$ cat src/hw/rtl/smmh_pkg.sv
// ----------------------------------------------------------------------------
// smmh_pkg: shared types and constants
// Field widths, register indexes and the item kind codes of the statistics block.
// ----------------------------------------------------------------------------
package smmh_pkg;

	localparam int SENSORS       = 4;
	localparam int HIST_DEPTH    = 64;
	localparam int HIST_AW       = 6;
	localparam int HIST_CW       = 7;
	localparam int TEMP_W        = 12;
	localparam int SUM_W         = 44;
	localparam int CNT_W         = 32;
	localparam int TIME_W        = 32;

	localparam logic [31:0] STAT_IV_RESET = 32'd2000;
	localparam logic [31:0] HIST_IV_RESET = 32'd60000;

	localparam logic REG_STAT_IV = 1'b0;
	localparam logic REG_HIST_IV = 1'b1;

	localparam logic [1:0] KIND_TICK = 2'd0;
	localparam logic [1:0] KIND_STAT = 2'd1;
	localparam logic [1:0] KIND_HIST = 2'd2;
	localparam logic [1:0] KIND_NONE = 2'd3;

	// per-lane view handed to the merge stage
	typedef struct packed {
		logic signed [TEMP_W-1:0] min_v;
		logic signed [TEMP_W-1:0] max_v;
		logic signed [SUM_W-1:0]  sum_v;
		logic [CNT_W-1:0]         cnt_v;
	} lane_stat_t;

	// tick update request from the top to all lanes
	typedef struct packed {
		logic                     upd;
		logic                     present;
		logic signed [TEMP_W-1:0] temp;
	} lane_upd_t;

endpackage

$ cat src/hw/rtl/smmh_div.sv
// ----------------------------------------------------------------------------
// smmh_div: serial signed divider
// Restoring divide of a 44-bit signed sum by a 32-bit count, one bit a cycle.
// ----------------------------------------------------------------------------
module smmh_div (
	input  logic                              clk,
	input  logic                              arst_n,
	input  logic                              start,
	input  logic signed [smmh_pkg::SUM_W-1:0] dividend,
	input  logic [smmh_pkg::CNT_W-1:0]        divisor,
	output logic                              done,
	output logic signed [smmh_pkg::TEMP_W-1:0] quot
);

	localparam int SW = smmh_pkg::SUM_W;
	localparam int CW = smmh_pkg::CNT_W;

	logic [SW-1:0] num_q;
	logic [CW:0]   rem_q;
	logic [CW-1:0] den_q;
	logic          neg_q;
	logic [5:0]    bit_q;
	logic          busy_q;
	logic [CW:0]   trial;
	logic [CW:0]   diff;
	logic [SW-1:0] qmag;

	assign trial = {rem_q[CW-1:0], num_q[SW-1]};
	assign diff  = trial - {1'b0, den_q};

	always_ff @(posedge clk or negedge arst_n) begin
		if (!arst_n) begin
			busy_q <= 1'b0;
			done   <= 1'b0;
			bit_q  <= '0;
		end else begin
			done <= 1'b0;
			if (start) begin
				busy_q <= 1'b1;
				bit_q  <= 6'(SW - 1);
			end else if (busy_q) begin
				bit_q <= bit_q - 1'b1;
				if (bit_q == '0) begin
					busy_q <= 1'b0;
					done   <= 1'b1;
				end
			end
		end
	end

	// shift-subtract datapath; quotient bits enter num_q from the bottom
	always_ff @(posedge clk) begin
		if (start) begin
			neg_q <= dividend[SW-1];
			num_q <= dividend[SW-1] ? SW'(-dividend) : dividend;
			den_q <= divisor;
			rem_q <= '0;
		end else if (busy_q) begin
			if (!diff[CW]) begin
				rem_q <= diff;
				num_q <= {num_q[SW-2:0], 1'b1};
			end else begin
				rem_q <= trial;
				num_q <= {num_q[SW-2:0], 1'b0};
			end
		end
	end

	assign qmag = neg_q ? SW'(-num_q) : num_q;
	assign quot = qmag[smmh_pkg::TEMP_W-1:0];

endmodule

$ cat config.mk
export PLATFORM = sky130hd
export DESIGN_NAME = smmh_div
export DESIGN_NICKNAME = d
export VERILOG_FILES = /design/src/hw/rtl/smmh_pkg.sv /design/src/hw/rtl/smmh_div.sv
export SDC_FILE = /design/constraint.sdc
export NUM_CORES = 1
export LEC_CHECK = 0
export BUFFER_PORTS_ARGS = -buffer_cell sky130_fd_sc_hd__buf_4
export CAP_MARGIN = 25
export CORE_AREA = 5 5 130 132
export CTS_CLUSTER_DIAMETER = 150
export DETAILED_ROUTE_END_ITERATION = 10
export DIE_AREA = 0 0 135 137
export PLACE_DENSITY = 0.69
export SLEW_MARGIN = 25
export SYNTH_ARGS = -nofsm -noshare
export SYNTH_HDL_FRONTEND = slang
export SYNTH_SLANG_ARGS = --single-unit
$ cat constraint.sdc
create_clock -name clk -period 3.4 [get_ports clk]
set_input_delay 0.51 -clock clk [delete_from_list [all_inputs] [get_ports clk]]
set_output_delay 0.51 -clock clk [all_outputs]
set_load 0.02 [all_outputs]
==> results by group <==
Outcome
  • Status: complete, no violations

Worst setup path
  • Arr. time, crit path: roughly 3.2 ns
  • R2r endpoint: rem_q[4]$_SDFFE_PP0P_
  • R2r setup slk: 0.41 ns
  • Critical path class: reg -> reg
  • CP max-delay cell: ha_1
  • CP Data Required Time: 3.65 ns
  • Register-to-Register Path Depth: 11
  • Max FO, Critical Path: 25
  • Critical path's most frequent cell: o211ai_2
  • R2R Path Start: rem_q[12]$_SDFFE_PP0P_
  • Crit end category: register
  • Crit path cell chain: ha_1, a21oi_1, nand2_1, or2_1, o211ai_2, o211ai_2, o211a_2, nor2_4, buf_12, mux2i_1, a211oi_1
  • Largest stage delay, worst path: 0.38 ns
  • Startpoint types: register

STA
  • Final Hold Viols: 0
  • Min cycle time layout: around 3.0 ns
  • Slew margin rel.: 38.2%
  • Unrepaired setup endpoints after global routing: no
  • Fin crit share: 88.0%
  • Skew final: 0.00966 ns
  • Final setup vio count: 0
  • Fmax achieved: 334 MHz
  • Setup TNS Final: 0 ns
  • Slew Viols, Final: 0
  • Worst-Margin Slew: slightly above 0.9 ns

Floorplan
  • Num ports: a little over 90
  • Row count: 46
  • Chip height: roughly 140 um
  • DIE WIDTH: around 140 um
  • Core ar.: roughly 0.016 mm2
  • Initial Util: around 50%
  • Full die area: ~0.018 mm2

Power and ir drop
  • LEAKAGE: roughly 3.8 nW
  • Worst vdd ir: between 0.3 and 0.4 mV
  • PD cells: roughly 440 mW/mm2

Global routing
  • Initial antenna violation count: 0
  • Vias in the first global route: about 5.9k
  • First-pass GRT wire length: roughly 28000 um
  • Largest net degree at the start of global routing: 80
  • GRT Util Overall: between 10% and 20%
  • Overflow left after global routing: 0

Cells and area
  • Layout cells sized above 1: 16.3%
  • Fin cells: ~1.1k
  • Final core occ: between 50% and 60%
  • N_diodes: 0
  • Area growth, synth to finish: 19.0%
  • # nets final: between 1k and 1.5k

Placed design
  • # placed instances: roughly 1.1k
  • DP Wirelength: 12100 um
  • PortBufs: around 90
  • Placer Congestion: 0.896

Worst hold path
  • Worst Hold Path EP: den_q[28]$_DFFE_PP_
  • Worst hold start: divisor[28]
  • HP Class: in -> reg
  • Hold Path Depth: 1

Route
  • Routed via count: just over 6k
  • Drt first-iter violations: ~420
  • Vias per cell: approximately 5.5
  • WL/cell: 15.4 um
  • Routed Antenna Nets: 0
  • DRC violations left: 0
  • Final WL: approximately 17000 um
  • First-pass iteration count of the detailed router: 5

Synthesis
  • Post-synth cell types: slightly below 70
  • EDFF count, synth: between 70 and 80
  • Async SR Flop Fraction: just under 7%
  • Syn nets: roughly 920
  • Synth Register Bits: about 120
  • Post-synthesis cell count: about 810
  • Mean post-synth cell area: 9.49 um2
  • Post-synthesis sequential area ratio: ~40%
  • Top FF cell, synth: edfxtp_1
  • Warnings, synthesis: 0
  • Post-Synthesis Cell Area: between 0.007 and 0.008 mm2

Flow run
  • Max-cap violations: 0

Clocking
  • Clock Tree Root: clkbuf_16
  • Num CTS Buffers: 17
  • Clock Latency Late Sink: 0.42 ns
  • Post_cts resized: 0
  • Setup bufs post-CTS: 0
  • CTS clk-pin slew, worst paths: 0.05 ns
  • CTS Sinks: 117
  • CTS tree: built
  • Worst-case clock buffer depth: 2
  • H-tree level count: 4
-- logic make-up (layout without fill, tap and decap cells) --
kind of cell    after synthesis  in the layout  share of synthesized area (%)
buf+inv                      94            188                           5.08
fa+ha+maj                    37             37                           6.14
flops                       117            117                           41.2
xor+xnor                     81             81                           9.26
mux                          31             31                           4.22
simple gates                212            212                           13.2
compound gates              235            235                           20.9
-- stage by stage --
stage / area, um2 / hold WS (ns) / power [mW] / setup WS (ns)
6_report: 9110 / 0.268 / 4.01 / 0.409
3_3_place_gp: 8520 / 0.334 / 2.27 / 0.369
5_1_grt: 9110 / 0.246 / 4.18 / 0.160
3_5_place_dp: 8530 / 0.334 / 2.27 / 0.332
4_1_cts: 9110 / 0.253 / 4.04 / 0.388
2_1_floorplan: 7660 / 0.214 / 2.05 / 0.726
-- routing by layer --
layer | global-route usage [%] | vias up | routed length [um]
li1 | - | 3124 | -
met1 | 25.6 | 2916 | 8170
met2 | 30.3 | 115 | 7960
met3 | 5.48 | 12 | 942
met4 | 5.15 | 0 | 133
met5 | 0 | - | 0
-- sequential cells by signal, indices dropped and copies added, names as in the netlist --
register	count
bit_q	6
busy_q	1
den_q	32
done	1
neg_q	1
num_q	44
rem_q	32
-- final cells by class --
| class | count | area, um2 |
|---|---|---|
| Clock buffer | 19 | 433 |
| Clock inverter | 13 | 139 |
| Fill cell | 1373 | 6490 |
| Inverter | 52 | 195 |
| Multi-Input combinational cell | 596 | 4120 |
| Sequential cell | 117 | 3150 |
| Tap cell | 216 | 270 |
| Timing Repair Buffer | 104 | 796 |
-- placed cells by master (no fill, tap or decap), drive strengths merged, types with 8 or more instances in the layout --
cell type	n
buf	103
nor2	97
edfxtp	77
a21oi	71
inv	52
xor2	51
nand2	45
o21ai	41
ha	36
dfxtp	32
mux2i	31
xnor2	30
a211oi	28
o31ai	20
clkbuf	19
a21o	15
o41ai	14
nor4	10
or4	10
nand3	9
nand2b	8
dfrtp	8
clkinv	8
-- power breakdown --
group	switching, mW	internal (mW)	leakage (nW)	total (mW)
sequential	0.0533	1.64	1.12	1.69
combinational	0.310	0.251	2.41	0.561
clock	0.630	1.13	0.274	1.76
-- worst max path at each step --
stage / start / endpoint / slack (ns)
4_1_cts: num_q[43]$_DFFE_PP_ / rem_q[17]$_SDFFE_PP0P_ / 0.39
3_5_place_dp: dividend[11] / num_q[35]$_DFFE_PP_ / 0.33
2_1_floorplan: num_q[43]$_DFFE_PP_ / rem_q[1]$_SDFFE_PP0P_ / 0.73
6_report: rem_q[12]$_SDFFE_PP0P_ / rem_q[4]$_SDFFE_PP0P_ / 0.41
5_1_grt: num_q[43]$_DFFE_PP_ / rem_q[31]$_SDFFE_PP0P_ / 0.16
3_3_place_gp: dividend[11] / num_q[38]$_DFFE_PP_ / 0.37
-- worst max-delay path: cells and delay by family, from the launching register on --
kind | cells | cell delay [ns]
AOI/OAI and AO/OA | 5 | 1.04
and+or+nand+nor | 3 | 0.58
adders and majority gates | 1 | 0.38
DFF | 1 | 0.34
buffers and inverters | 1 | 0.25
muxes | 1 | 0.22
-- Yosys cell counts (6+ instances only) --
cell	instances	area, um2
nand2_1	45	169
dfrtp_1	8	200
nor2_1	96	360
o41ai_1	10	87.6
o21a_1	7	52.6
a21oi_1	70	350
ha_1	36	450
xor2_1	51	447
o21ai_0	39	195
o31ai_1	19	143
dfxtp_1	32	641
nand4_1	6	37.5
nor4_1	9	56.3
or4_1	9	67.6
nand3_1	9	45.0
edfxtp_1	77	2310
inv_1	52	195
mux2i_1	30	300
clkbuf_1	33	124
nand2b_1	8	50.1
xnor2_1	30	263
a21o_1	15	113
a211oi_1	28	210
-- repair_timing --
| item | in CTS | in global routing |
|---|---|---|
| setup endpoints to repair | 0 | 0 |
| hold buffers | 1 | 0 |
| hold endpoints to repair | 8 | 0 |
No activity file was read; power rests on OpenSTA's default activity.
