[config.mk]
export PLATFORM = sky130hd
export DESIGN_NAME = smmh_lane
export DESIGN_NICKNAME = d
export VERILOG_FILES = /design/src/hw/rtl/smmh_pkg.sv /design/src/hw/rtl/smmh_lane.sv
export SDC_FILE = /design/constraint.sdc
export NUM_CORES = 1
export LEC_CHECK = 0
export ABC_AREA = 1
export BUFFER_PORTS_ARGS = -buffer_cell sky130_fd_sc_hd__buf_2
export CAP_MARGIN = 30
export CORE_UTILIZATION = 25
export CTS_CLUSTER_DIAMETER = 50
export DETAILED_ROUTE_END_ITERATION = 10
export GPL_ROUTABILITY_DRIVEN = 0
export MAX_ROUTING_LAYER = met4
export PLACE_DENSITY_LB_ADDON = 0.2
export SETUP_SLACK_MARGIN = 0.2
export SYNTH_ARGS = -nofsm -noshare
export SYNTH_HDL_FRONTEND = slang
export SYNTH_SLANG_ARGS = --single-unit
[constraint.sdc]
create_clock -name clk -period 3.1 [get_ports clk]
set_clock_uncertainty 0.15 [all_clocks]
set_input_delay 0 -clock clk [delete_from_list [all_inputs] [get_ports clk]]
set_output_delay 0 -clock clk [all_outputs]
set_load 0.03 [all_outputs]
[src/hw/rtl/smmh_pkg.sv]
// ----------------------------------------------------------------------------
// smmh_pkg: shared types and constants
// Field widths, register indexes and the item kind codes of the statistics block.
// ----------------------------------------------------------------------------
package smmh_pkg;

	localparam int SENSORS       = 4;
	localparam int HIST_DEPTH    = 64;
	localparam int HIST_AW       = 6;
	localparam int HIST_CW       = 7;
	localparam int TEMP_W        = 12;
	localparam int SUM_W         = 44;
	localparam int CNT_W         = 32;
	localparam int TIME_W        = 32;

	localparam logic [31:0] STAT_IV_RESET = 32'd2000;
	localparam logic [31:0] HIST_IV_RESET = 32'd60000;

	localparam logic REG_STAT_IV = 1'b0;
	localparam logic REG_HIST_IV = 1'b1;

	localparam logic [1:0] KIND_TICK = 2'd0;
	localparam logic [1:0] KIND_STAT = 2'd1;
	localparam logic [1:0] KIND_HIST = 2'd2;
	localparam logic [1:0] KIND_NONE = 2'd3;

	// per-lane view handed to the merge stage
	typedef struct packed {
		logic signed [TEMP_W-1:0] min_v;
		logic signed [TEMP_W-1:0] max_v;
		logic signed [SUM_W-1:0]  sum_v;
		logic [CNT_W-1:0]         cnt_v;
	} lane_stat_t;

	// tick update request from the top to all lanes
	typedef struct packed {
		logic                     upd;
		logic                     present;
		logic signed [TEMP_W-1:0] temp;
	} lane_upd_t;

endpackage

[src/hw/rtl/smmh_lane.sv]
// ----------------------------------------------------------------------------
// smmh_lane: statistics for one sensor
// Keeps min, max, a saturating count and the running sum of one sensor.
// ----------------------------------------------------------------------------
module smmh_lane (
	input  logic                    clk,
	input  logic                    arst_n,
	input  smmh_pkg::lane_upd_t     upd,
	output smmh_pkg::lane_stat_t    stat
);

	logic signed [smmh_pkg::TEMP_W-1:0] min_q, max_q;
	logic signed [smmh_pkg::SUM_W-1:0]  sum_q;
	logic [smmh_pkg::CNT_W-1:0]         cnt_q;
	logic                               take;

	assign take = upd.upd && upd.present;

	// min and max need no reset: read only once count is nonzero
	always_ff @(posedge clk) begin
		if (take) begin
			if (cnt_q == '0 || upd.temp < min_q) min_q <= upd.temp;
			if (cnt_q == '0 || upd.temp > max_q) max_q <= upd.temp;
		end
	end

	// sum and count freeze once the count saturates
	always_ff @(posedge clk or negedge arst_n) begin
		if (!arst_n) begin
			sum_q <= '0;
			cnt_q <= '0;
		end else if (take && cnt_q != '1) begin
			sum_q <= sum_q + smmh_pkg::SUM_W'(upd.temp);
			cnt_q <= cnt_q + 1'b1;
		end
	end

	assign stat.min_v = min_q;
	assign stat.max_v = max_q;
	assign stat.sum_v = sum_q;
	assign stat.cnt_v = cnt_q;

endmodule

==> results of run 1 <==
-- where the power goes --
part / internal [mW] / switching [mW]
registers: 1.68 / 0.315
logic: 1.56 / 3.38
clock network: 0.569 / 0.610
-- critical path, delay by kind of cell (launching register included) --
family	cells	cell delay, ps
fa+ha+maj	2	730
simple gates	9	1200
flops	1	410
-- state kept, by name, summed over array words and instances, names as in the netlist --
signal and flops:
sum_q 44, cnt_q 32, min_q 12, max_q 12
-- metrics by stage --
| step | instance area, um^2 | cells | utilization | power, mW |
|---|---|---|---|---|
| 2_1_floorplan | 8250 | 1266 | - | 5.50 |
| 3_3_place_gp | 9370 | 1819 | 0.288 | 6.96 |
| 3_5_place_dp | 9370 | 1819 | 0.288 | 6.96 |
| 4_1_cts | 9780 | 1847 | 0.301 | 8.21 |
| 5_1_grt | 9780 | 1847 | 0.301 | 8.89 |
| 6_report | 9780 | 1847 | 0.301 | 8.12 |
-- metal layers --
metal	track usage	share of wire	up-vias
met5	-	0	-
met4	0.0443	0.019	0
met3	0.0216	0.044	28
met2	0.260	0.45	170
met1	0.219	0.49	3677
li1	-	-	4205
-- cell type report --
class / count / share of cell area
Clock inverter: 7 / 0.00691
Tap cell: 442 / 0.0565
Timing Repair Buffer: 135 / 0.0775
Sequential cell: 100 / 0.268
Clock buffer: 9 / 0.0230
Inverter: 226 / 0.0867
Multi-Input combinational cell: 928 / 0.481
-- cells by family after synthesis --
group	share of synthesized area
AOI/OAI and AO/OA	0.0470
xor gates and xnor gates	0.0488
adders and majority gates	0.106
buffers and inverters	0.112
DFF	0.318
and+or+nand+nor	0.369
-- what timing repair did --
action	CTS	global route
hold buffers	12	0
setup buffers	0	0
endpoints found under the hold margin	95	0
setup endpoints to repair	0	0
-- placed cells by master, fill, tap and decap left out, drive strengths merged, types with 22 or more instances in the layout --
cell type,n
inv,230
xor2,24
nand3,99
dfrtp,76
xnor2,22
nor2,120
buf,123
nand2,471
ha,68
edfxtp,24
o21ai,29
a21oi,38
-- worst paths after layout --
| kind | start | endpoint | slack, ps | cells past startpoint |
|---|---|---|---|---|
| max in group asynchronous | arst_n | sum_q[17] | 2060 | 3 |
| hold reg to reg | sum_q[14] | sum_q[14] | 360 | 2 |
| setup reg to reg | sum_q[0] | sum_q[24] | 500 | 11 |
| setup / recovery | sum_q[0] | sum_q[24] | 500 | 11 |
| min in group clk | upd[12] | max_q[3] | 120 | 4 |
| hold / removal | arst_n | cnt_q[20] | 6 | 2 |
==> results.ini, run 1 <==
[route]
via_per_inst = 4.37
ant_nets = 0
drtIter0Drc = 441
vias = 8080
dr.pass1.iters = 5
drcViolationCount = 0
wl_per_cell_um = 14.3
finalWirelength_um = 26300

[die]
die_x_um = 184
dieArea_mm2 = 0.0337
core_area_mm2 = 0.0325
ioPinCount = 116
die_y_um = 184
start_util = 0.254
num_rows = 66

[synthesis]
synth.top_cells.by_count = 470 x nand2_1, 223 x inv_1, 116 x nor2_1
syn_inst = 1266
yosysTopAreaCell = dfrtp_1
postSynthAreaPerCell_um2 = 6.52
yosys_most_used_dff = dfrtp_1
synth_area_mm2 = 0.00825
ys_seq_area_frac = 0.318
synth_area_leaders = dfrtp_1 23%, nand2_1 21%, ha_1 10%
ys_types = 31
yosysMostFrequentCell = nand2_1
ys_ff_latch = 100
synth_edf_count = 24
async_flop_share = 0.760
ys_warn_count = 0
syn-num-nets = 1351
yosysTopAreaCellShare = 0.231

[worst_setup_path]
worst-setup-path-type = flop to flop
crit_fanout = 4
crit_required_ps = 3200
crit_chain = ha_1 > fa_1 > nand2_1 > nand3_1 > nand3_1 > nand2_1 > nand2_1 > nand3_1 > or2_2 > nand3_1 > nand2_1
arrival_ps = 2700
crit_path_end_kind = flop
cp-start-kind = flop
crit_slowest_cell = fa_1
max_stage_delay_ps = 470

[global_routing]
grt_pass1_vias = 7731
grt_start_max_net_pins = 63
antenna_found_initial = 0
grt_usage = 0.164
overflow = 0
grt_pass1_wl_um = 41900

[timing]
slew_headroom = 0.451
layout_setup_ws_ps = 499
rsz0062_at_grt = no
finalSetupViolCount = 0
finalCriticalPeriod_ps = 2600
fin_crit_sh = 0.839
setup_tns_ps = 0
slew_viol_final = 0
hold_viol_final = 0
hold_slack_ps = 6.49
tightest_slew_ps = 823
fmax_ghz = 0.385

[clocking]
clock_latency_ps = 370
path_clk_slew_ps = 80
cts_tree = done
cts_buffers = 9
cts_htree_levels = 3
clockBufferDepth = 2
cts_root_buf = clkbuf_16
cts_resized = 0
cts.sinks = 100

[pwr]
leakage_nw = 5.38
max-vdd-ir-drop_mv = 0.334
power_density_mw_per_mm2 = 830

[layout]
nets = 1485
syn_to_final_growth_pct = 18.6
multi_input_area_mm2 = 0.00471
fillers = 3699
seq_area_mm2 = 0.00262
n_antenna_cell = 0
drive_above_1_share = 0.112

[placed_design]
pre_cts_ws_ps = 483
numPortBuffers = 115
dpl.hpwl_um = 21000

[status]
outcome = finished clean

[min_path]
hp-class = input pin to asynchronous set/reset pin

[flow_run]
cap_violations = 0

No activity file was read; power rests on OpenSTA's default activity.
==> run 2, diff against run 1 <==
==> constraint.sdc (replaced) <==
create_clock -name clk -period 2.5 [get_ports clk]
set_clock_uncertainty 0.15 [all_clocks]
set_input_delay 0 -clock clk [delete_from_list [all_inputs] [get_ports clk]]
set_output_delay 0 -clock clk [all_outputs]
set_load 0.03 [all_outputs]
==> run 2 against run 1 <==
Net effect: via count is 1.9% higher; sequential share of layout area fell by 2.8 points; first-iteration DRC count increased by 10%; cell count increased by 2.5%; worst setup slack lost 240 ps; count of clock-buffer cells in the layout unchanged; largest cell class unchanged; critical path type unchanged; routed wire length is 5.4% higher.
==> results.ini, run 2 (same netlist as run 1, synthesis figures left out) <==
[status]
outcome = finished clean

[route]
wl_per_cell_um = 14.7  ; +2.8%
vias = 8234  ; +1.9%
finalWirelength_um = 27700  ; +5.4%
drtIter0Drc = 487  ; +10%
ant_nets = 0  ; unchanged
drcViolationCount = 0  ; unchanged
dr.pass1.iters = 5  ; unchanged
via_per_inst = 4.35  ; -0.62%

[min_path]
hp-class = input pin to asynchronous set/reset pin

[clocking]
clock_latency_ps = 370  ; about the same
cts_root_buf = clkbuf_16
cts_tree = done
cts_buffers = 9  ; unchanged
path_clk_slew_ps = 90  ; about the same
cts.sinks = 100  ; unchanged
clockBufferDepth = 2  ; unchanged
cts_htree_levels = 3  ; unchanged

[timing]
slew_viol_final = 0  ; unchanged
fin_crit_sh = 0.895  ; +0.0564
finalCriticalPeriod_ps = 2240  ; -362 ps
layout_setup_ws_ps = 262  ; -238 ps
slew_headroom = 0.763  ; +0.313
rsz0062_at_grt = yes
tightest_slew_ps = 353  ; -469 ps
fmax_ghz = 0.447  ; +16%
hold_viol_final = 0  ; unchanged
finalSetupViolCount = 0  ; unchanged

[placed_design]
pre_cts_ws_ps = -23.9  ; -506 ps
numPortBuffers = 115  ; unchanged
dpl.hpwl_um = 21400  ; +2.1%

[layout]
final_common_cell = nand2_1
layout_common_cells = 449 x nand2_1, 216 x inv_1, 114 x buf_2, 90 x nor2_1, 87 x nand3_1
nets = 1532  ; +3.2%
final_core_util = 0.336  ; +0.0355
largest_reg_flops = 44  ; unchanged
top_register = sum_q
syn_to_final_growth_pct = 32.6
n_antenna_cell = 0  ; unchanged
top_regs = sum_q (44), cnt_q (32)
drive_above_1_share = 0.221  ; +0.109

[pwr]
swShare = 0.520  ; -0.0108
max-vdd-ir-drop_mv = 0.356  ; +6.6%
power_density_mw_per_mm2 = 1030  ; +24%
leakage_nw = 5.70  ; +6.0%
p_switching_mw = 5.85  ; +36%
power_frac_comb = 0.637  ; +0.028
p_clk_frac = 0.136  ; -0.009
p_seq_frac = 0.227  ; -0.019
intPower_mw = 5.40  ; +42%

[worst_setup_path]
crit_fanout = 6  ; +2
crit_end = max_q[2]
crit_path_end_kind = flop
crit_required_ps = 2430  ; -770 ps
cp-start-kind = flop
worst-r2r-setup-slack_ps = 260  ; -240 ps
r2r_end = max_q[2]
crit-reg2reg-launch = max_q[11]
arrival_ps = 2170  ; -530 ps
worst-setup-path-type = flop to flop
crit_start = max_q[11]
r2r_cells = 13  ; +2

[global_routing]
antenna_found_initial = 0  ; unchanged
grt_pass1_vias = 7910  ; +2.3%
overflow = 0  ; unchanged
grt_start_max_net_pins = 65  ; +3.2%
grt_usage = 0.171  ; +0.00695
grt_pass1_wl_um = 43300  ; +3.3%

[flow_run]
cap_violations = 0  ; unchanged

[die]
core_area_mm2 = 0.0325  ; unchanged
ioPinCount = 116  ; unchanged
num_rows = 66  ; unchanged
dieArea_mm2 = 0.0337  ; unchanged
die_x_um = 184  ; unchanged
die_y_um = 184  ; unchanged
start_util = 0.254  ; unchanged

==> run 2: cell count changes in the layout (fill, tap and decap cells not counted), moves of 7 or more <==
cell,previous run,this run
nand2_2,0,18
ha_4,0,25
nor2_1,116,90
nand2_1,470,449
buf_4,9,47
a21oi_1,38,31
inv_1,223,216
nor2_4,0,12
nor2_2,4,18
ha_2,0,10
nand3_1,97,87
ha_1,68,33
==> run 2: worst min path at each step <==
| stage | cells past startpoint | slack, ps | from | to |
|---|---|---|---|---|
| floorplan | 0 | -450 | arst_n | cnt_q[0] |
| global placement | 1 | -160 | arst_n | sum_q[29] |
| detailed placement | 1 | -170 | arst_n | sum_q[29] |
| CTS | 3 | 70 | arst_n | sum_q[32] |
| global route | 4 | 100 | upd[12] | max_q[10] |
| finish | 3 | 70 | arst_n | sum_q[29] |
==> run 2: area by class of cell <==
cell class	instances	area, um^2
Fill cell	3634	21600
Multi-Input combinational cell	928	5390
Sequential cell	100	2630
Timing Repair Buffer	182	1210
Inverter	226	851
Tap cell	442	553
Clock buffer	9	225
Clock inverter	7	82.6
==> run 2: power by group through the flow <==
stage               Combinational [mW]  Clock (mW)  Sequential (mW)
floorplan                         3.56           0             3.26
global placement                  6.32           0             2.53
detailed placement                6.32           0             2.54
CTS                               6.48        1.58             2.51
global route                      7.96        1.64             2.63
finish                            7.16        1.53             2.56
==> run 2: per-stage QoR <==
step,power [mW],hold WS [ps],instance area (um^2),instances,setup TNS [ps]
global placement,8.85,-161,9660,1847,-79.7
finish,11.2,74.4,10900,1894,0
detailed placement,8.86,-168,9660,1847,-23.9
global route,12.2,99.2,10900,1894,0
floorplan,6.82,-446,8270,1266,0
CTS,10.6,73.6,10300,1883,0
==> run 2: per-layer routing <==
layer	wire length, um	vias up	GRT usage	share of wire
li1	-	4292	-	-
met1	13600	3782	0.224	0.49
met2	12800	138	0.280	0.46
met3	924	22	0.0190	0.033
met4	488	0	0.0450	0.018
met5	0	-	-	0
==> run 2: repair_timing <==
action / in CTS / in global routing
endpoints found under the setup margin: 40 / 75
setup buffers: 5 / 11
gates cloned: 1 / 0
pin swaps: 8 / 16
endpoints found under the hold margin: 101 / 0
gates resized for setup: 24 / 126
hold buffers: 14 / 0
==> run 2: worst max-delay path, cell delays in order, from the launching register on <==
cell,delay [ps]
edfxtp_1,370
inv_2,50
ha_4,280
nand2_2,50
inv_2,70
nand3_4,80
nor3_4,170
nand2_1,100
nand2_1,80
nand2_1,60
nand2_2,70
nand2_2,60
a21oi_4,190
clkbuf_16,190
==> run 3, diff against run 2 <==
--- a/config.mk
+++ b/config.mk
@@ -5,7 +5,7 @@
 export SDC_FILE = /design/constraint.sdc
 export NUM_CORES = 1
 export LEC_CHECK = 0
-export ABC_AREA = 1
+export ABC_AREA = 0
 export BUFFER_PORTS_ARGS = -buffer_cell sky130_fd_sc_hd__buf_2
 export CAP_MARGIN = 30
 export CORE_UTILIZATION = 25
==> run 3 against run 2 <==
Net effect: the flow now finishes with violations (negative setup slack); non-clock buffer count increased by 224; flip-flop and latch count did not move; global-route usage fell by 0.34 points; routed wire length fell by 15%; critical path depth shrank 2; power grew 12%; critical path type unchanged.
==> results.ini, run 3 <==
[status]
outcome = finished with violations
violations = negative setup slack

[route]
via_per_inst = 4.64  ; +6.8%
ant_nets = 0  ; unchanged
dr.pass1.iters = 4  ; -1
drcViolationCount = 0  ; unchanged
finalWirelength_um = 23600  ; -15%
drtIter0Drc = 416  ; -15%
vias = 6844  ; -17%
wl_per_cell_um = 16.0  ; +9.5%

[min_path]
hp-class = input pin to flop

[synthesis]
synth_top_family_by_area = compound AO/OA/AOI/OAI gates
synthSimpleGateAreaFrac = 0.176  ; -0.193
async_flop_share = 0.760  ; unchanged
ys_ff_latch = 100  ; unchanged
postSynthAreaPerCell_um2 = 9.42  ; +44%
synth_edf_count = 24  ; unchanged
yosysTopAreaCellShare = 0.277  ; +0.0469
ys_warn_count = 0  ; unchanged
synth.top_cells.by_count = 93 x nand2_1, 76 x dfrtp_1, 68 x ha_1
yosysMostFrequentCell = nand2_1
synthAdderAreaFrac = 0.127  ; +0.0215
synthXorXnorAreaFrac = 0.0882  ; +0.0393
yosysTopAreaCell = dfrtp_1
ys_seq_area_frac = 0.383  ; +0.0647
synth_mux_area_frac = 0  ; unchanged
synth_area_mm2 = 0.00686  ; -17%
ys_types = 75  ; +140%
yosys_most_used_dff = dfrtp_1
synth_compound_area_frac = 0.192  ; +0.145
syn-num-nets = 813  ; -40%
syn_inst = 728  ; -42%
synth_area_leaders = dfrtp_1 28%, ha_1 12%, edfxtp_1 11%

[pwr]
power_density_mw_per_mm2 = 1070  ; +4.4%
max-vdd-ir-drop_mv = 0.417  ; +17%
p_total_mw = 12.6  ; +12%
leakage_nw = 5.52  ; -3.1%

[global_routing]
antenna_found_initial = 0  ; unchanged
grt_start_max_net_pins = 42  ; -35%
grt_pass1_wl_um = 35800  ; -17%
grt_usage = 0.168  ; -0.00336
overflow = 0  ; unchanged
grt_pass1_vias = 6613  ; -16%

[worst_setup_path]
crit_end = sum_q[34]
max_stage_delay_ps = 420  ; +50 ps
crit_required_ps = 2630  ; +200 ps
worst-r2r-setup-slack_ps = -420  ; -680 ps
r2r_cells = 11  ; -2
crit_path_end_kind = flop
crit_path_frequent_cell = o21ai_1
r2r_end = sum_q[34]
crit_slowest_cell = dfrtp_2
arrival_ps = 3040  ; +870 ps
crit_buf_inv = 0  ; -3
cp.depth = 11  ; -2
crit_family = compound AO/OA/AOI/OAI gates
crit_chain = ha_4 > fa_2 > a21o_1 > a221oi_2 > o221ai_2 > a221oi_4 > o31ai_4 > a21oi_2 > o21ai_1 > xnor2_1 > o21ai_1
cp-start-kind = flop
crit-reg2reg-launch = sum_q[0]
crit_fanout = 3  ; -3
crit_start = sum_q[0]
worst-setup-path-type = flop to flop

[clocking]
clockBufferDepth = 2  ; unchanged
cts.sinks = 100  ; unchanged
path_clk_slew_ps = 80  ; about the same
cts_htree_levels = 3  ; unchanged
cts_tree = done
clock_latency_ps = 360  ; about the same
cts_buffers = 9  ; unchanged
cts_root_buf = clkbuf_16

[timing]
fmax_ghz = 0.343  ; -23%
layout_setup_ws_ps = -416  ; -678 ps
fin_crit_sh = 1.17  ; +0.271
setup_tns_ps = -8900  ; -8900 ps
slew_headroom = 0.596  ; -0.168
hold_viol_final = 0  ; unchanged
finalCriticalPeriod_ps = 2920  ; +678 ps
hold_slack_ps = 24.8  ; -49.6 ps
finalSetupViolCount = 45  ; +45
slew_viol_final = 0  ; unchanged
rsz0062_at_grt = yes
tightest_slew_ps = 606  ; +253 ps

[layout]
n_antenna_cell = 0  ; unchanged
top_register = sum_q
drive_above_1_share = 0.516  ; +0.295
layout_common_cells = 226 x buf_4, 114 x buf_2, 71 x nand2_1, 53 x ha_1, 51 x dfrtp_1
syn_to_final_growth_pct = 70.9
largest_reg_flops = 44  ; unchanged
top_regs = sum_q (44), cnt_q (32)
multi_input_area_mm2 = 0.00491  ; -8.8%
seq_area_mm2 = 0.00265  ; +0.90%
final_common_cell = buf_4
fillers = 2616  ; -28%
nets = 1213  ; -21%

[flow_run]
cap_violations = 0  ; unchanged

[placed_design]
numPortBuffers = 115  ; unchanged
dpl.hpwl_um = 16300  ; -24%

[die]
core_area_mm2 = 0.0270  ; -17%
dieArea_mm2 = 0.0281  ; -17%
die_y_um = 168  ; -8.7%
start_util = 0.254  ; +0.000788
ioPinCount = 116  ; unchanged
num_rows = 60  ; -9.1%
die_x_um = 168  ; -8.7%

run 3: cell types whose count changed after synthesis, moves of 6 or more:
cell      change
nand2_1     -377
inv_1       -183
nor2_1       -88
nand3_1      -75
o21ai_1      +42
xnor2_1      +25
a21o_1       +19
a21oi_1      +16
clkbuf_1     +10
o21ai_0       -9
and3_1        +8
nand2b_1      +6
nor2b_1       +6
o31ai_1       +6
run 3: how the worst min path moves through the flow:
stage,from,endpoint,slack (ps),cells after the start
floorplan,arst_n,cnt_q[0],-450,0
global placement,arst_n,sum_q[36],-100,1
detailed placement,arst_n,sum_q[36],-90,1
CTS,upd[6],sum_q[7],20,5
global route,upd[6],sum_q[7],60,5
finish,upd[6],sum_q[7],20,5
run 3: kinds of logic (layout without fill, tap and decap cells):
logic type,after synthesis,after routing
simple gates,235,235
flops,100,100
xor+xnor,69,69
buf+inv,57,462
fa+ha+maj,69,69
compound gates,198,198
run 3: layout make-up:
type                       instances  area share
sequential                       100       0.227
multi-input combinational        571       0.420
inverter                          40      0.0128
clock buffer                      10      0.0204
timing repair buffer             406       0.280
clock inverter                     6     0.00449
tap                              341      0.0364
run 3: metal layers:
metal | global-route usage | vias to the layer above | wire length, um
li1 | - | 3460 | -
met1 | 0.232 | 3278 | 11800
met2 | 0.258 | 89 | 10900
met3 | 0.0187 | 17 | 512
met4 | 0.0479 | 0 | 338
met5 | - | - | 0
run 3: power by group:
group | switching [mW] | total (mW) | leakage [nW] | internal [mW]
Clock | 0.718 | 1.44 | 0.146 | 0.725
Sequential | 0.354 | 2.45 | 1.16 | 2.10
Combinational | 4.46 | 8.67 | 4.22 | 4.21
run 3: metrics by stage:
| step | cell area [um^2] | cells | setup slack [ps] | utilization |
|---|---|---|---|---|
| 3_5_place_dp | 9730 | 1374 | -466 | 0.361 |
| 6_report | 11700 | 1474 | -416 | 0.435 |
| 3_3_place_gp | 9730 | 1374 | -422 | 0.361 |
| 2_1_floorplan | 7190 | 728 | -441 | - |
| 5_1_grt | 11700 | 1474 | -555 | 0.435 |
| 4_1_cts | 10900 | 1443 | -423 | 0.406 |
run 3: worst reg2reg max path: stages, from the launching register on:
cell and delay (ps):
dfrtp_2 420, ha_4 170, fa_2 330, a21o_1 200
a221oi_2 300, o221ai_2 200, a221oi_4 370, o31ai_4 140
a21oi_2 190, o21ai_1 90, xnor2_1 120, o21ai_1 150
run 3: repair_timing:
item                                    4_1_cts  5_1_grt
endpoints found under the setup margin       76       87
hold buffers                                 15        0
cloned                                        7        6
buffers inserted                             31       25
resized for setup                            71       96
hold endpoints to repair                    101        0
pin swaps                                    46       76
